$ cat src/rtl/core/cidwl_pkg.sv
// Shared constants, codes and types for the card identifier whitelist table.
`timescale 1ns / 1ps

package cidwl_pkg;

    localparam int SLOT_COUNT = 32;
    localparam int SLOT_W     = (SLOT_COUNT > 1) ? $clog2(SLOT_COUNT) : 1;
    localparam int CNT_W      = $clog2(SLOT_COUNT + 1);
    localparam int ID_W       = 32;
    localparam int FUNC_W     = 2;
    localparam int STAT_W     = 2;
    localparam int IDX_OUT_W  = 5;

    localparam logic [ID_W-1:0] EMPTY_ID = '1;

    localparam logic [FUNC_W-1:0] OP_VERIFY = 2'd0;
    localparam logic [FUNC_W-1:0] OP_ADD    = 2'd1;
    localparam logic [FUNC_W-1:0] OP_DELETE = 2'd2;
    localparam logic [FUNC_W-1:0] OP_CLEAR  = 2'd3;

    localparam logic [STAT_W-1:0] STAT_OK      = 2'd0;
    localparam logic [STAT_W-1:0] STAT_NO_MEM  = 2'd1;
    localparam logic [STAT_W-1:0] STAT_NO_CARD = 2'd2;

    typedef enum logic [2:0] {
        S_IDLE,
        S_SCAN,
        S_DRAIN,
        S_DECIDE,
        S_RESP
    } state_t;

    // Running result of one table scan
    typedef struct packed {
        logic              hit_id;
        logic [SLOT_W-1:0] id_idx;
        logic              hit_empty;
        logic [SLOT_W-1:0] empty_idx;
    } scan_res_t;

    // Reported slot number: low bits of the slot index
    function automatic logic [IDX_OUT_W-1:0] slot_to_out(input logic [SLOT_W-1:0] idx);
        logic [31:0] wide;
        wide = 32'(idx);
        return wide[IDX_OUT_W-1:0];
    endfunction

endpackage

$ cat src/rtl/core/cidwl_ram.sv
// Generic single-write, single-read RAM with registered read data.
`timescale 1ns / 1ps

module cidwl_ram #(
    parameter int WIDTH = 32,
    parameter int DEPTH = 32
) (
    input  logic                                   aclk,
    input  logic                                   we,
    input  logic [((DEPTH > 1) ? $clog2(DEPTH) : 1)-1:0] waddr,
    input  logic [WIDTH-1:0]                       wdata,
    input  logic [((DEPTH > 1) ? $clog2(DEPTH) : 1)-1:0] raddr,
    output logic [WIDTH-1:0]                       rdata
);

    logic [WIDTH-1:0] mem [DEPTH];

    always_ff @(posedge aclk) begin
        if (we) begin
            mem[waddr] <= wdata;
        end
        rdata <= mem[raddr];
    end

endmodule

$ cat src/rtl/core/cidwl_scan.sv
// Shared compare unit: tracks lowest identifier match and lowest empty slot.
`timescale 1ns / 1ps

module cidwl_scan (
    input  logic                          aclk,
    input  logic                          aresetn,
    input  logic                          start,
    input  logic                          cmp_en,
    input  logic [cidwl_pkg::SLOT_W-1:0]  cmp_idx,
    input  logic [cidwl_pkg::ID_W-1:0]    entry,
    input  logic [cidwl_pkg::ID_W-1:0]    card_id,
    output cidwl_pkg::scan_res_t          res
);
    import cidwl_pkg::*;

    scan_res_t res_reg;
    scan_res_t res_next;
    logic      eq_id;
    logic      eq_empty;

    assign eq_id    = (entry == card_id);
    assign eq_empty = (entry == EMPTY_ID);

    always_comb begin
        res_next = res_reg;
        if (start) begin
            res_next = '0;
        end else if (cmp_en) begin
            if (eq_id && !res_reg.hit_id) begin
                res_next.hit_id = 1'b1;
                res_next.id_idx = cmp_idx;
            end
            if (eq_empty && !res_reg.hit_empty) begin
                res_next.hit_empty = 1'b1;
                res_next.empty_idx = cmp_idx;
            end
        end
    end

    always_ff @(posedge aclk) begin
        if (!aresetn) begin
            res_reg <= '0;
        end else begin
            res_reg <= res_next;
        end
    end

    assign res = res_reg;

endmodule

$ cat src/rtl/core/card_id_whitelist_table.sv
// Top level of the card identifier whitelist table.
`timescale 1ns / 1ps

// Card identifier whitelist table. Holds SLOT_COUNT (32) identifiers of 32
// bits in a RAM; an all-ones entry is an empty slot. Each request carries an
// operation (verify, add, delete, clear all) and an identifier and gets one
// response with a status, the slot matched or written, and a write-back flag
// that mirrors single-slot changes for a persistent store. Verify, add and
// delete read the whole table through one RAM read port and one shared
// compare unit, one slot per cycle, and ready stays low until the response
// has been loaded into the output register, so one request is in flight at
// a time. Clear all skips the scan. Per-slot valid bits, cleared at once by
// reset or by clear all, make the table read as all empty without a clearing
// pass. The response sits in an output register, so the next request is
// taken while an earlier response still waits.
module card_id_whitelist_table (
    input  logic        aclk,
    input  logic        aresetn,
    input  logic        s_tvalid,
    output logic        s_tready,
    input  logic [39:0] s_tdata,   // [1:0] func, [33:2] card_id, [39:34] zero
    output logic        m_tvalid,
    input  logic        m_tready,
    output logic [15:0] m_tdata    // [1:0] status, [6:2] slot_index,
                                   // [7] slot_valid, [8] write_back, [15:9] zero
);
    import cidwl_pkg::*;

    // Result of the decide step
    typedef struct packed {
        logic [STAT_W-1:0] status;
        logic [SLOT_W-1:0] idx;
        logic              slot_valid;
        logic              write_back;
        logic              set_valid;   // add wrote a new entry
        logic              clr_valid;   // delete emptied an entry
    } decide_t;

    state_t state_reg;
    state_t state_next;

    logic                s_accept;
    logic                scan_issue;
    logic                decide_en;
    logic                resp_load;

    logic [FUNC_W-1:0]   func_reg;
    logic [ID_W-1:0]     id_reg;
    logic [CNT_W-1:0]    addr_reg;
    logic [SLOT_W-1:0]   rd_idx;
    logic                last_addr;

    logic [SLOT_COUNT-1:0] valid_reg;
    logic                rd_vld_reg;
    logic                cmp_en_reg;
    logic [SLOT_W-1:0]   cmp_idx_reg;
    logic [ID_W-1:0]     ram_rdata;
    logic [ID_W-1:0]     entry;
    logic                ram_we;

    scan_res_t           scan_res;
    decide_t             dec;

    // Response held between decide and output register
    logic [STAT_W-1:0]    res_status_reg;
    logic [IDX_OUT_W-1:0] res_idx_reg;
    logic                 res_valid_reg;
    logic                 res_wb_reg;

    logic                 m_tvalid_reg;
    logic [STAT_W-1:0]    m_status_reg;
    logic [IDX_OUT_W-1:0] m_idx_reg;
    logic                 m_slot_valid_reg;
    logic                 m_wb_reg;

    assign rd_idx    = addr_reg[SLOT_W-1:0];
    assign last_addr = (addr_reg == CNT_W'(SLOT_COUNT - 1));
    assign s_accept  = s_tvalid && s_tready;

    // Next state
    always_comb begin
        state_next = state_reg;
        case (state_reg)
            S_IDLE: begin
                if (s_tvalid) begin
                    state_next = (s_tdata[1:0] == OP_CLEAR) ? S_RESP : S_SCAN;
                end
            end
            S_SCAN: begin
                if (last_addr) begin
                    state_next = S_DRAIN;
                end
            end
            S_DRAIN:  state_next = S_DECIDE;
            S_DECIDE: state_next = S_RESP;
            S_RESP: begin
                if (!m_tvalid_reg || m_tready) begin
                    state_next = S_IDLE;
                end
            end
            default:  state_next = S_IDLE;
        endcase
    end

    // State outputs
    always_comb begin
        s_tready   = 1'b0;
        scan_issue = 1'b0;
        decide_en  = 1'b0;
        resp_load  = 1'b0;
        case (state_reg)
            S_IDLE:   s_tready   = 1'b1;
            S_SCAN:   scan_issue = 1'b1;
            S_DECIDE: decide_en  = 1'b1;
            S_RESP:   resp_load  = !m_tvalid_reg || m_tready;
            default: begin
            end
        endcase
    end

    // Table storage; never-written or emptied slots read as empty via valid bits
    cidwl_ram #(
        .WIDTH (ID_W),
        .DEPTH (SLOT_COUNT)
    ) u_ram (
        .aclk  (aclk),
        .we    (ram_we),
        .waddr (dec.idx),
        .wdata (id_reg),
        .raddr (rd_idx),
        .rdata (ram_rdata)
    );

    assign entry = rd_vld_reg ? ram_rdata : EMPTY_ID;

    cidwl_scan u_scan (
        .aclk    (aclk),
        .aresetn (aresetn),
        .start   (s_accept),
        .cmp_en  (cmp_en_reg),
        .cmp_idx (cmp_idx_reg),
        .entry   (entry),
        .card_id (id_reg),
        .res     (scan_res)
    );

    // Operation outcome from the scan
    always_comb begin
        dec = '0;
        case (func_reg)
            OP_VERIFY: begin
                if (scan_res.hit_id) begin
                    dec.idx        = scan_res.id_idx;
                    dec.slot_valid = 1'b1;
                end else begin
                    dec.status = STAT_NO_CARD;
                end
            end
            OP_ADD: begin
                if (scan_res.hit_id) begin
                    dec.idx        = scan_res.id_idx;
                    dec.slot_valid = 1'b1;
                end else if (scan_res.hit_empty) begin
                    dec.idx        = scan_res.empty_idx;
                    dec.slot_valid = 1'b1;
                    dec.write_back = 1'b1;
                    dec.set_valid  = 1'b1;
                end else begin
                    dec.status = STAT_NO_MEM;
                end
            end
            OP_DELETE: begin
                if (scan_res.hit_id) begin
                    dec.idx        = scan_res.id_idx;
                    dec.slot_valid = 1'b1;
                    dec.write_back = 1'b1;
                    dec.clr_valid  = 1'b1;
                end else begin
                    dec.status = STAT_NO_CARD;
                end
            end
            default: begin
            end
        endcase
    end

    assign ram_we = decide_en && dec.set_valid;

    always_ff @(posedge aclk) begin
        if (!aresetn) begin
            state_reg    <= S_IDLE;
            valid_reg    <= '0;
            cmp_en_reg   <= 1'b0;
            m_tvalid_reg <= 1'b0;
            addr_reg     <= '0;
        end else begin
            state_reg   <= state_next;
            cmp_en_reg  <= scan_issue;
            cmp_idx_reg <= rd_idx;
            rd_vld_reg  <= valid_reg[rd_idx];

            if (s_accept) begin
                func_reg <= s_tdata[1:0];
                id_reg   <= s_tdata[33:2];
                addr_reg <= '0;
                // clear all answers ok with nothing reported
                res_status_reg <= STAT_OK;
                res_idx_reg    <= '0;
                res_valid_reg  <= 1'b0;
                res_wb_reg     <= 1'b0;
                if (s_tdata[1:0] == OP_CLEAR) begin
                    valid_reg <= '0;
                end
            end else if (scan_issue) begin
                addr_reg <= addr_reg + CNT_W'(1);
            end

            if (decide_en) begin
                res_status_reg <= dec.status;
                res_idx_reg    <= dec.slot_valid ? slot_to_out(dec.idx) : '0;
                res_valid_reg  <= dec.slot_valid;
                res_wb_reg     <= dec.write_back;
                if (dec.set_valid) begin
                    valid_reg[dec.idx] <= 1'b1;
                end
                if (dec.clr_valid) begin
                    valid_reg[dec.idx] <= 1'b0;
                end
            end

            if (resp_load) begin
                m_tvalid_reg     <= 1'b1;
                m_status_reg     <= res_status_reg;
                m_idx_reg        <= res_idx_reg;
                m_slot_valid_reg <= res_valid_reg;
                m_wb_reg         <= res_wb_reg;
            end else if (m_tready) begin
                m_tvalid_reg <= 1'b0;
            end
        end
    end

    assign m_tvalid = m_tvalid_reg;
    assign m_tdata  = {7'd0, m_wb_reg, m_slot_valid_reg, m_idx_reg, m_status_reg};

    // Write-back only ever accompanies a reported slot
    a_wb_has_slot: assert property (@(posedge aclk) disable iff (!aresetn)
        m_tvalid |-> (!m_tdata[8] || m_tdata[7]))
        else $error("write_back without slot_valid");

    // A failed request reports no slot
    a_fail_no_slot: assert property (@(posedge aclk) disable iff (!aresetn)
        (m_tvalid && (m_tdata[1:0] != STAT_OK)) |-> (m_tdata[7:2] == 6'd0))
        else $error("slot reported on failed request");

    // Table written only in the decide step
    a_we_decide: assert property (@(posedge aclk) disable iff (!aresetn)
        ram_we |-> (state_reg == S_DECIDE))
        else $error("table write outside decide");

    // One request at a time
    a_one_req: assert property (@(posedge aclk) disable iff (!aresetn)
        s_accept |=> !s_tready)
        else $error("request taken while busy");

endmodule

$ cat config.mk
export PLATFORM = sky130hd
export DESIGN_NAME = card_id_whitelist_table
export DESIGN_NICKNAME = d
export VERILOG_FILES = /design/src/rtl/core/cidwl_pkg.sv /design/src/rtl/core/cidwl_ram.sv /design/src/rtl/core/cidwl_scan.sv /design/src/rtl/core/card_id_whitelist_table.sv
export SDC_FILE = /design/constraint.sdc
export NUM_CORES = 1
export LEC_CHECK = 0
export BUFFER_PORTS_ARGS = -buffer_cell sky130_fd_sc_hd__buf_2
export CAP_MARGIN = 10
export CORE_UTILIZATION = 50
export DETAILED_ROUTE_END_ITERATION = 12
export GPL_TIMING_DRIVEN = 0
export MAX_ROUTING_LAYER = met4
export PLACE_DENSITY = 0.75
export SETUP_SLACK_MARGIN = 0.15
export SLEW_MARGIN = 10
export SYNTH_ARGS = -nofsm -noshare
export SYNTH_HDL_FRONTEND = slang
export SYNTH_SLANG_ARGS = --single-unit
$ cat constraint.sdc
create_clock -name aclk -period 4.15 [get_ports aclk]
set_clock_uncertainty 0.05 [all_clocks]
set_input_delay 0 -clock aclk [delete_from_list [all_inputs] [get_ports aclk]]
set_output_delay 0 -clock aclk [all_outputs]
set_load 0.05 [all_outputs]
==> results of run 1 <==
## per-layer routing
layer | up-vias | routed length (um) | global-route usage, %
met3 | 276 | 11870 | 5.588
met1 | 12170 | 41990 | 34.53
met4 | 0 | 4074 | 8.297
li1 | 9183 | - | -
met5 | - | 0 | -
met2 | 1606 | 53400 | 38.45
## worst max-delay path, delay by kind of cell, from the launching register on
family	cells	cell delay [ns]
buffers and inverters	4	1.44
flip-flops	1	0.40
AND/OR/NAND/NOR	3	0.79
adder cells (fa/ha/maj)	1	0.21
AO/OA/AOI/OAI	2	0.75
## stage by stage
step	instance area, sq um	setup WS (ns)
after floorplan	45030	0.4576
after global placement	46730	-1.844
after detailed placement	47660	0.07221
after CTS	51840	0.2394
after global routing	52290	0.04990
final	52290	0.2059
## layout make-up
class	count	share of cell area (%)
Multi-Input combinational cell	757	19.88
Tap cell	1165	2.787
Clock inverter	61	1.175
Inverter	15	0.1077
Antenna cell	2	0.009571
Timing Repair Buffer	169	3.847
Clock buffer	141	5.584
Sequential cell	1169	65.46
Buffer	115	1.144
## power breakdown
group	switching, mW	internal, mW	total [mW]
clock network	4.30	5.65	9.94
registers	0.226	13.0	13.2
logic	0.641	0.644	1.28
total	5.16	19.3	24.4
## Yosys cell counts, drive strengths merged (2+ instances only)
library cell	count
edfxtp	1082
mux4	330
nor2	89
dfxtp	87
buf	58
clkbuf	57
o21ai	41
mux2	33
a22oi	26
nand2	26
a21oi	21
nand4	21
inv	15
nand3b	14
nand2b	13
nor2b	13
xor2	13
a2bb2oi	11
nor4	11
nand3	10
o41ai	10
a31oi	7
mux2i	6
or3b	6
a31o	5
ha	5
nor3	5
o22ai	5
a22o	4
nor3b	3
or3	3
xnor2	3
a2111oi	2
and2	2
and3	2
## worst max path at each step
stage / from / endpoint / slack [ns] / depth (start not counted)
floorplan: func_reg[0] / u_ram.mem[12][0] / 0.46 / 9
global placement: func_reg[0] / u_ram.mem[29][13] / -1.84 / 8
detailed placement: addr_reg[1] / rd_vld_reg / 0.07 / 6
CTS: func_reg[0] / u_ram.mem[20][3] / 0.24 / 10
global route: func_reg[1] / u_ram.mem[22][2] / 0.05 / 10
finish: func_reg[1] / u_ram.mem[22][10] / 0.21 / 10
## what timing repair did
item / 4_1_cts / 5_1_grt
hold endpoints to repair: 78 / 0
resized for setup: 2 / 0
hold buffers: 64 / 0
setup endpoints to repair: 6 / 527
pin swaps: 0 / 17
buffers inserted: 0 / 21
## kinds of logic (layout without fill, tap and decap cells)
family | after synthesis | after routing | synth area share, %
AND/OR/NAND/NOR | 223 | 223 | 2.533
buffers and inverters | 130 | 501 | 1.437
other | 1 | 9 | 0.008332
flip-flops | 1169 | 1169 | 76.06
adder cells (fa/ha/maj) | 5 | 5 | 0.1390
multiplexers | 369 | 369 | 17.47
XOR/XNOR | 16 | 16 | 0.3114
AO/OA/AOI/OAI | 137 | 137 | 2.040
==> results.cfg, run 1 <==
[global_routing]
overflow = 0
grt_max_degree = 37
track_usage_pct = 25.37
grt_pass1_vias = 23060
antenna_found_initial = 2
grt_pass1_wl_um = 159100

[clocking]
cts_inserted_buffers = 109
cts_tree = done
clk_pin_slew_ns = 0.06
cts-root-buf = clkbuf_16
cts.htree.levels = 3
clock-sinks = 1169
cts_buffer_depth = 3
insertion_delay_ns = 0.68

[layout]
final_cell_mix = 1082 x edfxtp_1, 330 x mux4_2, 111 x clkbuf_16, 87 x dfxtp_1, 83 x clkbuf_1
drive_above_1_share_pct = 29.63
area_delta_synth_final_pct = 16.19
instances_no_fill = 3594
utilization_pct = 58.90
fillers = 5982
seq_area_sq_um = 34230
layout_commonest_cell = edfxtp_1
multi_input_area_sq_um = 10400
largest_reg_flops = 1024
final_nets = 2385
largest-register = u_ram.mem

[power]
p_per_area_nw_per_um2 = 467.0
leakage_nw = 15.89
p_total_mw = 24.42
worst_ir_drop_vdd_v = 0.0003497

[critical_path]
cp.arrival_ns = 4.30
crit_path_end_kind = flip-flop
r2r_setup_slack_ns = 0.21
crit_path_top_delay_cell = clkbuf_1
max_stage_delay_ns = 0.86
critPathRequiredTime_ns = 4.51
r2r-start = func_reg[1]
r2r-end = u_ram.mem[22][10]
worst-path-max-fanout = 18
reg2reg_depth = 10
worstSetupPathType = flip-flop to flip-flop
critPathLaunchType = flip-flop
path_cells = inv_1, ha_1, o31a_1, buf_2, a22oi_1, nand3b_1, nand2b_1, clkbuf_1, nor2_4, buf_12

[hold_path]
min_from = s_tdata[8]
hold_path.class = primary input to flip-flop
min_path_cells = 2
hold_path_end = id_reg[6]

[sta]
grt_setup_unrepaired = yes
tns_ns = 0
worst_pin_slew_ns = 1.341
whs_ns = 0.03623
drv_slew = 0
min_period_ns = 3.944
slew_headroom_pct = 9.906
finalHoldViolCount = 0
period_share_pct = 95.04
setup_violations = 0
max_freq_ghz = 0.2535

[synthesis]
synthCells = 2050
synthArstFlopShare_pct = 0
synth.cell_area_sq_um = 45010
ys_ff_latch = 1169
synth.avg_cell_area_sq_um = 21.96
synth.distinct_cells = 51
synth_top_area_share_pct = 72.19
synth_area_leaders = edfxtp_1 72%, mux4_2 17%, dfxtp_1 3.9%
synth_ff_type = edfxtp_1
yosysWarnings = 0
synth_edf_count = 1082
yosys.area.top_type = edfxtp_1
synth-seq-area-share_pct = 76.06

[floorplan]
die_w_um = 302.0
initial_core_util_pct = 50.69
die_area_sq_um = 91220
io_pins = 62
die_h_um = 302.0
core_area_sq_um = 88780
rows = 109

[routing]
drtIter0Drc = 3049
vias = 23230
wl_per_cell_um = 30.98
routed_via_density = 6.465
final_antenna_net_count = 0
route.detailed.drc = 3
dr.pass1.iters = 12
wl_um = 111300

[placement]
port_buffers = 48
place_hpwl_um = 69400
place.gp.congestion = 0.8481
dp.cells = 3302

[status]
violations = design-rule violations
outcome = complete, but fails checks

[flow_run]
max_cap_violations = 0
(Power assumes the default switching activity.)
==> run 2: changes to the inputs <==
BUFFER_PORTS_ARGS = not set   (was -buffer_cell sky130_fd_sc_hd__buf_2)
DONT_BUFFER_PORTS = 1   (was not set)
PLACE_DENSITY = 0.74   (was 0.75)
==> run 2 against run 1 <==
Net effect:
- the flow still finishes with violations (design-rule violations)
- count of clock-buffer cells in the layout shrank 1
- core utilization is essentially flat
- first-iteration DRC count shrank 3.6%
- worst hold slack gained 0.068 ns
- flip-flop and latch count is the same
- cell count shrank 1.1%
- global-route usage shrank 0.084 points
==> results.cfg, run 2 (synthesized netlist as in run 1, its figures left out) <==
[status]
outcome = complete, but fails checks
violations = design-rule violations

[sta]
tns_ns = 0
drv_slew = 0
setup_violations = 0
finalHoldViolCount = 0
max_freq_ghz = 0.2501
final.setup.worst_slack_ns = 0.1508
grt_setup_unrepaired = yes
period_share_pct = 96.37
slew_headroom_pct = 8.483
worst_pin_slew_ns = 1.362
min_period_ns = 3.999

[critical_path]
critPathRequiredTime_ns = 4.54
critPathLaunchType = flip-flop
crit_path_end_kind = flip-flop
worstSetupPathType = flip-flop to flip-flop
path_cells = clkbuf_1, clkbuf_1, buf_1, mux4_2, mux4_2, mux2_2
cp.arrival_ns = 4.39
crit_path_top_delay_cell = clkbuf_1
worst-path-max-fanout = 10
max_stage_delay_ns = 0.90

[routing]
vias = 23060
dr.pass1.iters = 9
wl_per_cell_um = 30.88
route.detailed.drc = 3
wl_um = 109800
drtIter0Drc = 2940
routed_via_density = 6.488
final_antenna_net_count = 0

[floorplan]
core_area_sq_um = 88780
rows = 109
die_h_um = 302.0
io_pins = 62
initial_core_util_pct = 50.69
die_area_sq_um = 91220
die_w_um = 302.0

[global_routing]
antenna_found_initial = 0
grt_pass1_wl_um = 158600
track_usage_pct = 25.29
grt_max_degree = 37
overflow = 0
grt_pass1_vias = 22800

[hold_path]
hold_path.class = primary input to flip-flop

[layout]
fin_area_sq_um = 52280
final_nets = 2347
area_delta_synth_final_pct = 16.15
largest_reg_flops = 1024
drive_above_1_share_pct = 28.59
diodes = 0
layout_commonest_cell = edfxtp_1
largest-register = u_ram.mem
instances_no_fill = 3554
final_cell_mix = 1082 x edfxtp_1, 330 x mux4_2, 114 x clkbuf_16, 87 x dfxtp_1, 79 x clkbuf_1

[clocking]
insertion_delay_ns = 0.69
cts_buffer_depth = 3
cts.htree.levels = 3
clock-sinks = 1169
cts_tree = done
clk_pin_slew_ns = 0.07
cts-root-buf = clkbuf_16
cts_inserted_buffers = 108

[placement]
port_buffers = 0
place.gp.congestion = 0.8679
dp.cells = 3255
placed_area_sq_um = 47430
place_hpwl_um = 68390
place_ws_ns = 0.2187

[power]
leakage_nw = 15.80
switchingPower_mw = 5.164
p_per_area_nw_per_um2 = 471.7
p_int_mw = 19.49
pwr-share-comb_pct = 5.2
sequentialPowerShare_pct = 53.5
switching_share_pct = 20.94
worst_ir_drop_vdd_v = 0.0003666
power.clock.fraction_pct = 41.3

[flow_run]
max_cap_violations = 0
## run 2: cell count changes in the layout (fill, tap and decap cells not counted), moves of 2 or more
cell,previous run,this run
buf_12,47,44
clkbuf_1,83,79
diode_2,2,0
buf_2,61,13
buf_16,5,7
clkinv_1,19,13
clkbuf_16,111,114
buf_1,12,14
buf_4,29,33
dlygate4sd3_1,64,71
bufinv_16,11,13
clkinvlp_4,4,8
## run 2: critical path, delay by kind of cell, from the launching register on
family	cells	cell delay, ns
buf+inv	3	2.11
mux	3	1.20
flops	1	0.39
## run 2: power by group through the flow
| stage | registers [mW] | clock network, mW | logic [mW] |
|---|---|---|---|
| final | 13.2 | 10.2 | 1.28 |
| after global routing | 13.2 | 10.7 | 1.36 |
| after CTS | 13.2 | 10.3 | 1.25 |
| after detailed placement | 13.5 | 0 | 1.17 |
| after global placement | 13.4 | 0 | 1.15 |
| after floorplan | 13.3 | 0 | 0.883 |
## run 2: what timing repair did
action	in CTS	in global routing
hold buffers	71	0
endpoints found under the hold margin	113	0
gates resized for setup	0	1
setup buffers	0	21
setup endpoints to repair	0	481
## run 2: area by class of cell
| type | count | area (sq um) |
|---|---|---|
| multi-input combinational | 757 | 10400 |
| sequential | 1169 | 34230 |
| clock buffer | 140 | 2980 |
| fill | 6003 | 36510 |
| inverter | 15 | 56.30 |
| buffer | 115 | 590.6 |
| timing repair buffer | 132 | 1882 |
| tap | 1165 | 1458 |
| clock inverter | 61 | 678.2 |
## run 2: worst paths after layout
path                     start              end  slack, ns  depth (start not counted)
max                addr_reg[1]       rd_vld_reg       0.15                          6
min                   m_tready         m_tvalid       0.10                          4
min reg2reg  res_status_reg[0]  m_status_reg[0]       0.36                          0
max reg2reg        addr_reg[1]       rd_vld_reg       0.15                          6
## run 2: per-stage QoR
step | hold slack [ns] | util [%] | power, mW
after floorplan | 0.04887 | - | 14.23
after global placement | 0.04892 | 52.36 | 14.58
after detailed placement | 0.04891 | 53.43 | 14.64
after CTS | 0.06746 | 58.35 | 24.72
after global routing | 0.1309 | 58.88 | 25.26
final | 0.1040 | 58.88 | 24.66
## run 2: layer usage
layer	GRT usage, %	wire length [um]	vias to the layer above
met4	8.454	4053	0
li1	-	-	9120
met2	37.54	51750	1542
met1	35.65	42630	12150
met3	4.776	11320	244
met5	-	0	-
